### src/rtl/mntm_pkg.sv
`default_nettype none

package mntm_pkg;

    // output count, settled by the fixed 2-bit index and 3-bit count fields
    localparam int NUM_OUTPUTS = 4;
    localparam int IDX_W       = 2;
    localparam int CNT_W       = 3;

    // field widths
    localparam int DATA_W  = 7;
    localparam int CHAN_W  = 5;
    localparam int LEN_W   = 16;
    localparam int LEVEL_W = 12;

    typedef logic [1:0]        t_act;
    typedef logic [DATA_W-1:0] t_data;
    typedef logic [CHAN_W-1:0] t_chan;
    typedef logic [LEN_W-1:0]  t_len;

    // pulse actions
    localparam t_act ACT_NONE  = 2'd0;
    localparam t_act ACT_START = 2'd1;
    localparam t_act ACT_END   = 2'd2;

    // request types
    localparam logic REQ_MIDI  = 1'b0;
    localparam logic REQ_LEARN = 1'b1;

    // value source modes
    localparam logic VSRC_VEL = 1'b0;
    localparam logic VSRC_CC  = 1'b1;

    // status byte upper nibbles
    localparam logic [3:0] KIND_NOTE_OFF = 4'h8;
    localparam logic [3:0] KIND_NOTE_ON  = 4'h9;
    localparam logic [3:0] KIND_CC       = 4'hB;

    // learned channel that matches every message channel
    localparam t_chan CHAN_ALL = 5'd16;

    localparam t_data DATA_MAX = 7'd127;

    // configuration register indexes
    localparam logic [1:0] CFG_VALUE_SOURCE = 2'd0;
    localparam logic [1:0] CFG_PULSE_MIN    = 2'd1;
    localparam logic [1:0] CFG_PULSE_MAX    = 2'd2;
    localparam logic [1:0] CFG_FLASH_LEN    = 2'd3;

    // register reset values
    localparam t_len PULSE_MIN_RST = 16'd1;
    localparam t_len PULSE_MAX_RST = 16'd100;
    localparam t_len FLASH_LEN_RST = 16'd100;

    // level scaling: (v * 516) >> 4
    localparam logic [15:0] LEVEL_MUL = 16'd516;

    // length span times velocity, at most 65535 * 126
    localparam int PROD_W  = 23;
    // divide by 127 as multiply by ceil(2^30 / 127), exact for products below 2^23
    localparam int RECIP_W     = 24;
    localparam int RECIP_SHIFT = 30;
    localparam logic [RECIP_W-1:0] RECIP_127 = 24'd8454661;

endpackage

`default_nettype wire

### src/rtl/mntm_div127.sv
`default_nettype none

// quotient of a length span product by 127, by reciprocal multiply
module mntm_div127 (
    input  wire logic [mntm_pkg::PROD_W-1:0] i_prod,
    output logic      [mntm_pkg::LEN_W-1:0]  o_quot
);

    localparam int FULL_W = mntm_pkg::PROD_W + mntm_pkg::RECIP_W;

    logic [FULL_W-1:0] full;

    assign full   = FULL_W'(i_prod) * FULL_W'(mntm_pkg::RECIP_127);
    assign o_quot = full[mntm_pkg::RECIP_SHIFT +: mntm_pkg::LEN_W];

endmodule

`default_nettype wire

### src/rtl/midi_note_trigger_mapper.sv
`default_nettype none

// MIDI note trigger mapper: each decoded MIDI message or learn request taken on
// the slave stream gives exactly one result on the master stream, holding a
// pulse action (none, start or end) for one of four outputs, an optional 12-bit
// level for an output, and the learn flag and learn counters after the message.
// The block is a three-register pipeline (input register, match/learn stage,
// result register): a message is taken every cycle while results drain, and
// its result passes through the match/learn stage register into the result
// register. The pulse length path registers the 16x7 span-times-velocity
// product before the divide by 127, done as a reciprocal multiply into the
// result register. Learned table entries and counters update as a message
// leaves the input register, so the next message already sees them.
// Configuration is written through the cfg port and is always ready; write it
// only while the pipeline is empty.
module midi_note_trigger_mapper (
    input  wire logic        i_clk,
    input  wire logic        i_rst_n,

    // configuration write channel
    input  wire logic        i_cfg_valid,
    output logic             o_cfg_ready,
    input  wire logic [1:0]  i_cfg_index,
    input  wire logic [15:0] i_cfg_data,

    // message stream in
    input  wire logic        i_s_axis_tvalid,
    output logic             o_s_axis_tready,
    // status_byte[7:0], midi_chan[11:8], first_data[18:12], second_data[25:19],
    // learn_on[26], zero fill [31:27]
    input  wire logic [31:0] i_s_axis_tdata,
    // req_type
    input  wire logic        i_s_axis_tuser,

    // result stream out
    output logic             o_m_axis_tvalid,
    input  wire logic        i_m_axis_tready,
    // pulse_action[1:0], pulse_output[3:2], pulse_length[19:4], level_write[20],
    // level_output[22:21], level_value[34:23], learn_active[35],
    // notes_learned[38:36], ccs_learned[41:39], zero fill [47:42]
    output logic [47:0]      o_m_axis_tdata
);

    localparam int N     = mntm_pkg::NUM_OUTPUTS;
    localparam int IDX_W = mntm_pkg::IDX_W;
    localparam int CNT_W = mntm_pkg::CNT_W;

    // ---------------------------------------------------------------
    // configuration registers
    // ---------------------------------------------------------------
    logic               r_value_source;
    mntm_pkg::t_len     r_pulse_min;
    mntm_pkg::t_len     r_pulse_max;
    mntm_pkg::t_len     r_flash_len;

    assign o_cfg_ready = 1'b1;

    always_ff @(posedge i_clk) begin
        if (!i_rst_n) begin
            r_value_source <= mntm_pkg::VSRC_VEL;
            r_pulse_min    <= mntm_pkg::PULSE_MIN_RST;
            r_pulse_max    <= mntm_pkg::PULSE_MAX_RST;
            r_flash_len    <= mntm_pkg::FLASH_LEN_RST;
        end else if (i_cfg_valid && o_cfg_ready) begin
            case (i_cfg_index)
                mntm_pkg::CFG_VALUE_SOURCE: r_value_source <= i_cfg_data[0];
                mntm_pkg::CFG_PULSE_MIN:    r_pulse_min    <= i_cfg_data;
                mntm_pkg::CFG_PULSE_MAX:    r_pulse_max    <= i_cfg_data;
                mntm_pkg::CFG_FLASH_LEN:    r_flash_len    <= i_cfg_data;
                default: ;
            endcase
        end
    end

    // ---------------------------------------------------------------
    // pipeline flow control: each stage moves when the next one frees up
    // ---------------------------------------------------------------
    logic r_in_valid;
    logic r_s1_valid;
    logic r_out_valid;
    logic adv_out;
    logic adv_s1;
    logic adv_in;
    logic fire;

    assign adv_out = !r_out_valid || i_m_axis_tready;
    assign adv_s1  = !r_s1_valid || adv_out;
    assign adv_in  = !r_in_valid || adv_s1;
    // message leaves the input register and commits its state update
    assign fire    = r_in_valid && adv_s1;

    assign o_s_axis_tready = adv_in;
    assign o_m_axis_tvalid = r_out_valid;

    always_ff @(posedge i_clk) begin
        if (!i_rst_n) begin
            r_in_valid  <= 1'b0;
            r_s1_valid  <= 1'b0;
            r_out_valid <= 1'b0;
        end else begin
            if (adv_in) begin
                r_in_valid <= i_s_axis_tvalid;
            end
            if (adv_s1) begin
                r_s1_valid <= r_in_valid;
            end
            if (adv_out) begin
                r_out_valid <= r_s1_valid;
            end
        end
    end

    // ---------------------------------------------------------------
    // input register
    // ---------------------------------------------------------------
    logic                r_in_req;
    logic [3:0]          r_in_kind;
    logic [3:0]          r_in_chan;
    mntm_pkg::t_data     r_in_d1;
    mntm_pkg::t_data     r_in_d2;
    logic                r_in_lon;

    always_ff @(posedge i_clk) begin
        if (i_s_axis_tvalid && adv_in) begin
            r_in_req  <= i_s_axis_tuser;
            r_in_kind <= i_s_axis_tdata[7:4];
            r_in_chan <= i_s_axis_tdata[11:8];
            r_in_d1   <= i_s_axis_tdata[18:12];
            r_in_d2   <= i_s_axis_tdata[25:19];
            r_in_lon  <= i_s_axis_tdata[26];
        end
    end

    // ---------------------------------------------------------------
    // learned tables and learn state
    // ---------------------------------------------------------------
    mntm_pkg::t_data     r_note_num  [N];
    mntm_pkg::t_chan     r_note_chan [N];
    mntm_pkg::t_data     r_cc_num    [N];
    mntm_pkg::t_chan     r_cc_chan   [N];
    logic                r_learn_flag;
    logic [CNT_W-1:0]    r_note_count;
    logic [CNT_W-1:0]    r_cc_count;

    // ---------------------------------------------------------------
    // parallel compare against all four entries
    // ---------------------------------------------------------------
    mntm_pkg::t_chan     msg_chan;
    logic                note_hit;
    logic [IDX_W-1:0]    note_idx;
    logic                cc_hit;
    logic [IDX_W-1:0]    cc_idx;
    logic                note_dup;
    logic                cc_dup;

    assign msg_chan = {1'b0, r_in_chan};

    always_comb begin
        note_hit = 1'b0;
        note_idx = '0;
        cc_hit   = 1'b0;
        cc_idx   = '0;
        note_dup = 1'b0;
        cc_dup   = 1'b0;
        // walk downward so the lowest matching output wins
        for (int i = N - 1; i >= 0; i--) begin
            if (r_note_num[i] == r_in_d1 &&
                (r_note_chan[i] == mntm_pkg::CHAN_ALL || r_note_chan[i] == msg_chan)) begin
                note_hit = 1'b1;
                note_idx = IDX_W'(i);
            end
            if (r_cc_num[i] == r_in_d1 &&
                (r_cc_chan[i] == mntm_pkg::CHAN_ALL || r_cc_chan[i] == msg_chan)) begin
                cc_hit = 1'b1;
                cc_idx = IDX_W'(i);
            end
        end
        // duplicates only among entries learned in this session
        for (int i = 0; i < N; i++) begin
            if (CNT_W'(i) < r_note_count && r_note_num[i] == r_in_d1 &&
                r_note_chan[i] == msg_chan) begin
                note_dup = 1'b1;
            end
            if (CNT_W'(i) < r_cc_count && r_cc_num[i] == r_in_d1 &&
                r_cc_chan[i] == msg_chan) begin
                cc_dup = 1'b1;
            end
        end
    end

    // ---------------------------------------------------------------
    // level and pulse length span
    // ---------------------------------------------------------------
    logic [15:0]               lvl_prod;
    mntm_pkg::t_len            lvl_value;
    logic                      span_up;
    mntm_pkg::t_len            span;
    mntm_pkg::t_len            vel_base;
    logic [mntm_pkg::PROD_W-1:0] vel_prod;

    assign lvl_prod  = 16'(r_in_d2) * mntm_pkg::LEVEL_MUL;
    assign lvl_value = 16'(lvl_prod[15:4]);
    assign span_up   = r_pulse_max >= r_pulse_min;
    assign span      = span_up ? (r_pulse_max - r_pulse_min) : (r_pulse_min - r_pulse_max);

    always_comb begin
        // both velocity endpoints give the register value exactly
        if (r_in_d2 == '0) begin
            vel_base = r_pulse_min;
            vel_prod = '0;
        end else if (r_in_d2 == mntm_pkg::DATA_MAX) begin
            vel_base = r_pulse_max;
            vel_prod = '0;
        end else begin
            vel_base = r_pulse_min;
            vel_prod = mntm_pkg::PROD_W'(span) * mntm_pkg::PROD_W'(r_in_d2);
        end
    end

    // ---------------------------------------------------------------
    // message decode and learn sequencing
    // ---------------------------------------------------------------
    logic                        n_learn_flag;
    logic [CNT_W-1:0]            n_note_count;
    logic [CNT_W-1:0]            n_cc_count;
    logic                        note_we;
    logic                        cc_we;
    logic [IDX_W-1:0]            note_k;
    logic [IDX_W-1:0]            cc_k;

    mntm_pkg::t_act              n_s1_act;
    logic [IDX_W-1:0]            n_s1_pout;
    mntm_pkg::t_len              n_s1_base;
    logic [mntm_pkg::PROD_W-1:0] n_s1_prod;
    logic                        n_s1_up;
    logic                        n_s1_lw;
    logic [IDX_W-1:0]            n_s1_lout;
    logic [mntm_pkg::LEVEL_W-1:0] n_s1_lval;

    assign note_k = r_note_count[IDX_W-1:0];
    assign cc_k   = r_cc_count[IDX_W-1:0];

    always_comb begin
        n_learn_flag = r_learn_flag;
        n_note_count = r_note_count;
        n_cc_count   = r_cc_count;
        note_we      = 1'b0;
        cc_we        = 1'b0;
        n_s1_act     = mntm_pkg::ACT_NONE;
        n_s1_pout    = '0;
        n_s1_base    = '0;
        n_s1_prod    = '0;
        n_s1_up      = 1'b1;
        n_s1_lw      = 1'b0;
        n_s1_lout    = '0;
        n_s1_lval    = '0;

        if (r_in_req == mntm_pkg::REQ_LEARN) begin
            n_learn_flag = r_in_lon;
            if (r_in_lon) begin
                n_note_count = '0;
                n_cc_count   = '0;
            end
        end else if (r_learn_flag) begin
            if (r_in_kind == mntm_pkg::KIND_NOTE_ON && r_note_count < CNT_W'(N)) begin
                if (!note_dup) begin
                    // assign next output and flash it
                    note_we      = 1'b1;
                    n_s1_act     = mntm_pkg::ACT_START;
                    n_s1_pout    = note_k;
                    n_s1_base    = r_flash_len;
                    n_note_count = r_note_count + CNT_W'(1);
                    if (note_k == IDX_W'(N - 1) && r_value_source == mntm_pkg::VSRC_VEL) begin
                        n_learn_flag = 1'b0;
                    end
                end
            end else if (r_in_kind == mntm_pkg::KIND_CC &&
                         r_value_source == mntm_pkg::VSRC_CC &&
                         r_note_count == CNT_W'(N) && r_cc_count < CNT_W'(N)) begin
                if (!cc_dup) begin
                    cc_we      = 1'b1;
                    n_s1_act   = mntm_pkg::ACT_START;
                    n_s1_pout  = cc_k;
                    n_s1_base  = r_flash_len;
                    n_cc_count = r_cc_count + CNT_W'(1);
                    if (cc_k == IDX_W'(N - 1)) begin
                        n_learn_flag = 1'b0;
                    end
                end
            end
        end else if (r_in_kind == mntm_pkg::KIND_NOTE_ON) begin
            if (note_hit) begin
                if (r_value_source == mntm_pkg::VSRC_VEL) begin
                    n_s1_lw   = 1'b1;
                    n_s1_lout = note_idx;
                    n_s1_lval = lvl_value[mntm_pkg::LEVEL_W-1:0];
                end
                n_s1_pout = note_idx;
                // note-on with zero velocity acts as note-off
                if (r_in_d2 != '0) begin
                    n_s1_act  = mntm_pkg::ACT_START;
                    n_s1_base = vel_base;
                    n_s1_prod = vel_prod;
                    n_s1_up   = span_up;
                end else begin
                    n_s1_act = mntm_pkg::ACT_END;
                end
            end
        end else if (r_in_kind == mntm_pkg::KIND_NOTE_OFF) begin
            if (note_hit) begin
                n_s1_act  = mntm_pkg::ACT_END;
                n_s1_pout = note_idx;
            end
        end else if (r_in_kind == mntm_pkg::KIND_CC &&
                     r_value_source == mntm_pkg::VSRC_CC) begin
            if (cc_hit) begin
                n_s1_lw   = 1'b1;
                n_s1_lout = cc_idx;
                n_s1_lval = lvl_value[mntm_pkg::LEVEL_W-1:0];
            end
        end
    end

    always_ff @(posedge i_clk) begin
        if (!i_rst_n) begin
            for (int i = 0; i < N; i++) begin
                r_note_num[i]  <= '0;
                r_note_chan[i] <= mntm_pkg::CHAN_ALL;
                r_cc_num[i]    <= '0;
                r_cc_chan[i]   <= mntm_pkg::CHAN_ALL;
            end
            r_learn_flag <= 1'b0;
            r_note_count <= '0;
            r_cc_count   <= '0;
        end else if (fire) begin
            if (note_we) begin
                r_note_num[note_k]  <= r_in_d1;
                r_note_chan[note_k] <= msg_chan;
            end
            if (cc_we) begin
                r_cc_num[cc_k]  <= r_in_d1;
                r_cc_chan[cc_k] <= msg_chan;
            end
            r_learn_flag <= n_learn_flag;
            r_note_count <= n_note_count;
            r_cc_count   <= n_cc_count;
        end
    end

    // ---------------------------------------------------------------
    // stage 1 register
    // ---------------------------------------------------------------
    mntm_pkg::t_act              r_s1_act;
    logic [IDX_W-1:0]            r_s1_pout;
    mntm_pkg::t_len              r_s1_base;
    logic [mntm_pkg::PROD_W-1:0] r_s1_prod;
    logic                        r_s1_up;
    logic                        r_s1_lw;
    logic [IDX_W-1:0]            r_s1_lout;
    logic [mntm_pkg::LEVEL_W-1:0] r_s1_lval;
    logic                        r_s1_flag;
    logic [CNT_W-1:0]            r_s1_ncnt;
    logic [CNT_W-1:0]            r_s1_ccnt;

    always_ff @(posedge i_clk) begin
        if (adv_s1) begin
            r_s1_act  <= n_s1_act;
            r_s1_pout <= n_s1_pout;
            r_s1_base <= n_s1_base;
            r_s1_prod <= n_s1_prod;
            r_s1_up   <= n_s1_up;
            r_s1_lw   <= n_s1_lw;
            r_s1_lout <= n_s1_lout;
            r_s1_lval <= n_s1_lval;
            // learn status reported after this message
            r_s1_flag <= n_learn_flag;
            r_s1_ncnt <= n_note_count;
            r_s1_ccnt <= n_cc_count;
        end
    end

    // ---------------------------------------------------------------
    // divide the span product by 127 and finish the length
    // ---------------------------------------------------------------
    mntm_pkg::t_len quot;
    mntm_pkg::t_len n_out_len;

    mntm_div127 u_div127 (
        .i_prod (r_s1_prod),
        .o_quot (quot)
    );

    // rising span adds to pulse_min, falling span subtracts from it
    assign n_out_len = r_s1_up ? (r_s1_base + quot) : (r_s1_base - quot);

    // ---------------------------------------------------------------
    // result register
    // ---------------------------------------------------------------
    mntm_pkg::t_act               r_out_act;
    logic [IDX_W-1:0]             r_out_pout;
    mntm_pkg::t_len               r_out_len;
    logic                         r_out_lw;
    logic [IDX_W-1:0]             r_out_lout;
    logic [mntm_pkg::LEVEL_W-1:0] r_out_lval;
    logic                         r_out_flag;
    logic [CNT_W-1:0]             r_out_ncnt;
    logic [CNT_W-1:0]             r_out_ccnt;

    always_ff @(posedge i_clk) begin
        if (adv_out) begin
            r_out_act  <= r_s1_act;
            r_out_pout <= r_s1_pout;
            r_out_len  <= n_out_len;
            r_out_lw   <= r_s1_lw;
            r_out_lout <= r_s1_lout;
            r_out_lval <= r_s1_lval;
            r_out_flag <= r_s1_flag;
            r_out_ncnt <= r_s1_ncnt;
            r_out_ccnt <= r_s1_ccnt;
        end
    end

    assign o_m_axis_tdata = {6'd0, r_out_ccnt, r_out_ncnt, r_out_flag, r_out_lval,
                             r_out_lout, r_out_lw, r_out_len, r_out_pout, r_out_act};

endmodule

`default_nettype wire

### config.mk
export PLATFORM = sky130hd
export DESIGN_NAME = midi_note_trigger_mapper
export DESIGN_NICKNAME = d
export VERILOG_FILES = /design/src/rtl/mntm_pkg.sv /design/src/rtl/mntm_div127.sv /design/src/rtl/midi_note_trigger_mapper.sv
export SDC_FILE = /design/constraint.sdc
export NUM_CORES = 1
export LEC_CHECK = 0
export ABC_CLOCK_PERIOD_IN_PS = 11410
export BUFFER_PORTS_ARGS = -buffer_cell sky130_fd_sc_hd__buf_4
export CORE_MARGIN = 10
export CORE_UTILIZATION = 68
export DETAILED_ROUTE_END_ITERATION = 12
export GPL_ROUTABILITY_DRIVEN = 1
export HOLD_SLACK_MARGIN = 0.03
export MAX_ROUTING_LAYER = met4
export PLACE_DENSITY = 0.87
export SKIP_CTS_REPAIR_TIMING = 1
export SLEW_MARGIN = 20
export SYNTH_ARGS = -nofsm -noshare
export SYNTH_HDL_FRONTEND = slang
export SYNTH_SLANG_ARGS = --single-unit
### constraint.sdc
create_clock -name i_clk -period 11.41 [get_ports i_clk]
set_input_delay 0 -clock i_clk [delete_from_list [all_inputs] [get_ports i_clk]]
set_output_delay 0 -clock i_clk [all_outputs]
set_load 0.02 [all_outputs]
==> results.md <==
* Area grow syn2layout at 10.52%
* Root buf cell: clkbuf_16
* Gate power share at 0.567
* Setup TNS at 0 ns
* Hold path startpoint: i_s_axis_tdata[7]
* Clk_skew at 0.02471 ns
* # IOs at 107
* Critical path type: register to register
* Endpoints failing setup at 0
* DRT antenna net count at 0
* Clock sinks at 277
* Final worst path period need at 8.779 ns
* Drt total wl at 54,990 microns
* Slowest-stage cell, CP: xnor2_1
* Horiz. Die Dim at 199.8 microns
* FMAX at 113.9 MHz
* CTS buffer count at 29
* FP Rows at 65
* Flop2flop setup slack at 2.63 ns
* Setup WS post-layout at 2.631 ns
* Max-cap violations at 0
* HP Class: input port to register
* Total power at 4.912 mW
* TritonCTS clock tree: yes
* Crit end category: register
* Synthesis-stage register bit count at 277
* Cell count after synthesis at 2,223
* CTS clk-pin slew, worst paths at 0.08 ns
* Die Y at 199.8 microns
* Die Area at 39,910 sq um
* Residual DRC at 0
* Worst Path Required at 11.68 ns
* Longest Clk Path Bufs at 3
* FF/Latch Area at 7727 sq um
* CTS HTree Levels at 1
* Placed Instances at 2,621
* Post-synth EDFFs at 218
* Avg Cell Area, Syn at 9.886 sq um
* Global Route met3 Usage at 0.03818
* Clk pwr share at 0.194
* Grt ovf at 0
* Initial antenna violation count at 2
* Met2 Usage GRT at 0.4429
* Most Frequent Cell on Critical Path: fa_1
* Final cell count without fillers at 2,727
* Startpoint types: register
* Power per cell area at 202.2 nW/um^2
* Post-synthesis sequential area ratio at 0.3516
* Pre-CTS WS at 2.783 ns
* Fill count at 1,993
* Synth top area share at 0.2979
* Vias in the first global route at 16,360
* Unrepaired setup endpoints after global routing: no
* Rel. slew slack at 0.3537
* Start point of the critical path: r_pulse_min[1]
* Port bufs at 90
* Met1 usage at 0.3474
* Period utilization at 0.7695
* Net switching power at 2.029 mW
* Most utilized layer in the global route result: met2
* Worst vdd ir at 349.4 uV
* Via count at 16,830
* Ys flop type: edfxtp_1
* Yosys top cell by area: edfxtp_1
* Worst reg-to-reg path cell count at 29
* Worst setup path endpoint: r_s1_prod[21]
* Total GRT Usage at 0.2692
* Sw Share at 0.4130
* Leak at 11.31 nW
* Max stage delay on crit path at 0.63 ns
* Critical R2R Launch: r_pulse_min[1]
* Synth cell count leaders: nand2_1, ha_1, edfxtp_1, inv_1, a21oi_1
* Sequential fraction of design power at 0.238
* Starting Density at 0.6929
* Global-route wire length before repair at 83,280 microns
* RR Endpoint: r_s1_prod[21]
* Wire length per cell at 20.17 microns
* Final Hold Fails at 0
* Max Slew Vio Count at 0
* Pint at 2.884 mW
* Skew-Pair Late Insertion Delay at 0.56 ns
* Outcome: finished clean
* Largest net degree at the start of global routing at 63
* Library cells used by synthesis at 83
* Count leader, synth: nand2_1
* Arrival time at the worst endpoint at 9.05 ns
* Routability cong. at 0.9474
* Post-synth ARST share at 0
* CP max FO at 16
* 1st-iter DRT viols at 1,833
* Placeable Area at 31,720 sq um
* Final net count at 2,720
* Top cells by area, synth: edfxtp_1, ha_1, fa_1
* Router iterations before antenna repair at 6
* Footprint of the multi-input gates at 12,970 sq um
* Via density per instance at 6.171
* Layout cells sized above 1 at 0.09126
* Yosys warning count at 0
* Cell Area, Synth at 21,980 sq um
* Final HPWL DP at 39,080 microns
* Worst-margin pin slew at 0.9694 ns
==> state kept, by name (all words and copies together) (netlist names), 16 cells and up <==
register / cells
r_cc_chan: 20
r_cc_num: 28
r_flash_len: 16
r_note_chan: 20
r_note_num: 28
r_out_len: 16
r_pulse_max: 16
r_pulse_min: 16
r_s1_base: 16
r_s1_prod: 23
==> worst max-delay path, delay by kind of cell (launching register included) <==
family	cells	cell delay [ns]
buffers and inverters	3	0.41
AO/OA/AOI/OAI	13	3.13
multiplexers	1	0.24
AND/OR/NAND/NOR	4	0.53
flip-flops	1	0.48
XOR/XNOR	2	0.78
adder cells (fa/ha/maj)	6	2.93
==> power by group through the flow <==
| stage | Clock [mW] | Combinational [mW] | Sequential (mW) |
|---|---|---|---|
| floorplan | 0 | 2.20 | 1.16 |
| global placement | 0 | 2.57 | 1.19 |
| detailed placement | 0 | 2.68 | 1.19 |
| CTS | 0.955 | 2.73 | 1.17 |
| global route | 0.997 | 3.16 | 1.17 |
| finish | 0.955 | 2.79 | 1.17 |
==> worst min path at each step <==
stage                        end  slack, ns  cells after the start
global route          r_in_d1[6]       0.16                      2
floorplan           r_in_chan[0]        0.1                      0
global placement    r_in_chan[3]       0.18                      1
CTS                   r_in_d1[5]      -0.39                      1
detailed placement    r_in_d1[5]       0.18                      1
finish              r_in_kind[3]       0.16                      2
==> through the flow <==
step / area [sq um] / hold slack [ns] / util
2_1_floorplan: 22000 / 0.09887 / -
3_3_place_gp: 22770 / 0.1785 / 0.7178
3_5_place_dp: 22770 / 0.1795 / 0.7179
4_1_cts: 23750 / -0.3921 / 0.7487
5_1_grt: 24290 / 0.1647 / 0.7658
6_report: 24290 / 0.1569 / 0.7658
==> cells in the final DEF, fill, tap and decap left out, drive strengths merged, types with 6 or more instances in the layout <==
cell type    Yosys  layout
nand2          267     267
ha             258     258
inv            220     225
edfxtp         218     218
a21oi          153     153
fa             105     105
buf             44     101
and2            97      97
nor2            96      96
xnor2           93      93
o21ai           65      65
dfxtp           59      59
xor2            58      58
dlygate4sd3      0      50
and3            40      40
clkbuf          65      40
mux2i           36      36
nand3           33      33
a21o            32      32
nand4           23      23
nor3            23      23
nand2b          22      22
nor2b           20      20
o21bai          19      19
nor4            19      19
mux2            17      17
o211ai          17      17
or2             12      12
a31oi           11      11
nor3b           10      10
or3              8       8
conb             2       7
nand3b           6       6
a31o             6       6
a211oi           6       6
clkinv           0       6
==> layer usage <==
metal / share of wire / vias to the layer above / wire length, microns
li1: - / 7788 / -
met1: 0.40 / 8166 / 22160
met2: 0.49 / 755 / 26840
met3: 0.082 / 120 / 4527
met4: 0.026 / 0 / 1457
met5: 0 / - / 0
==> cells by family after synthesis <==
family,after synthesis,synth area share
mux,53,0.02511
flops,277,0.3516
compound gates,356,0.1033
simple gates,692,0.1564
buf+inv,329,0.06046
xor+xnor,151,0.06018
other cells,2,0.0003417
fa+ha+maj,363,0.2425
==> cell type report <==
cell class / count / area share
inverter: 220 / 0.03400
sequential: 277 / 0.3181
multi-input combinational: 1622 / 0.5342
clock buffer: 40 / 0.03534
clock inverter: 13 / 0.004791
antenna: 2 / 0.0002060
tap: 402 / 0.02071
timing repair buffer: 151 / 0.05265
Power figures use the tool's default switching activity.
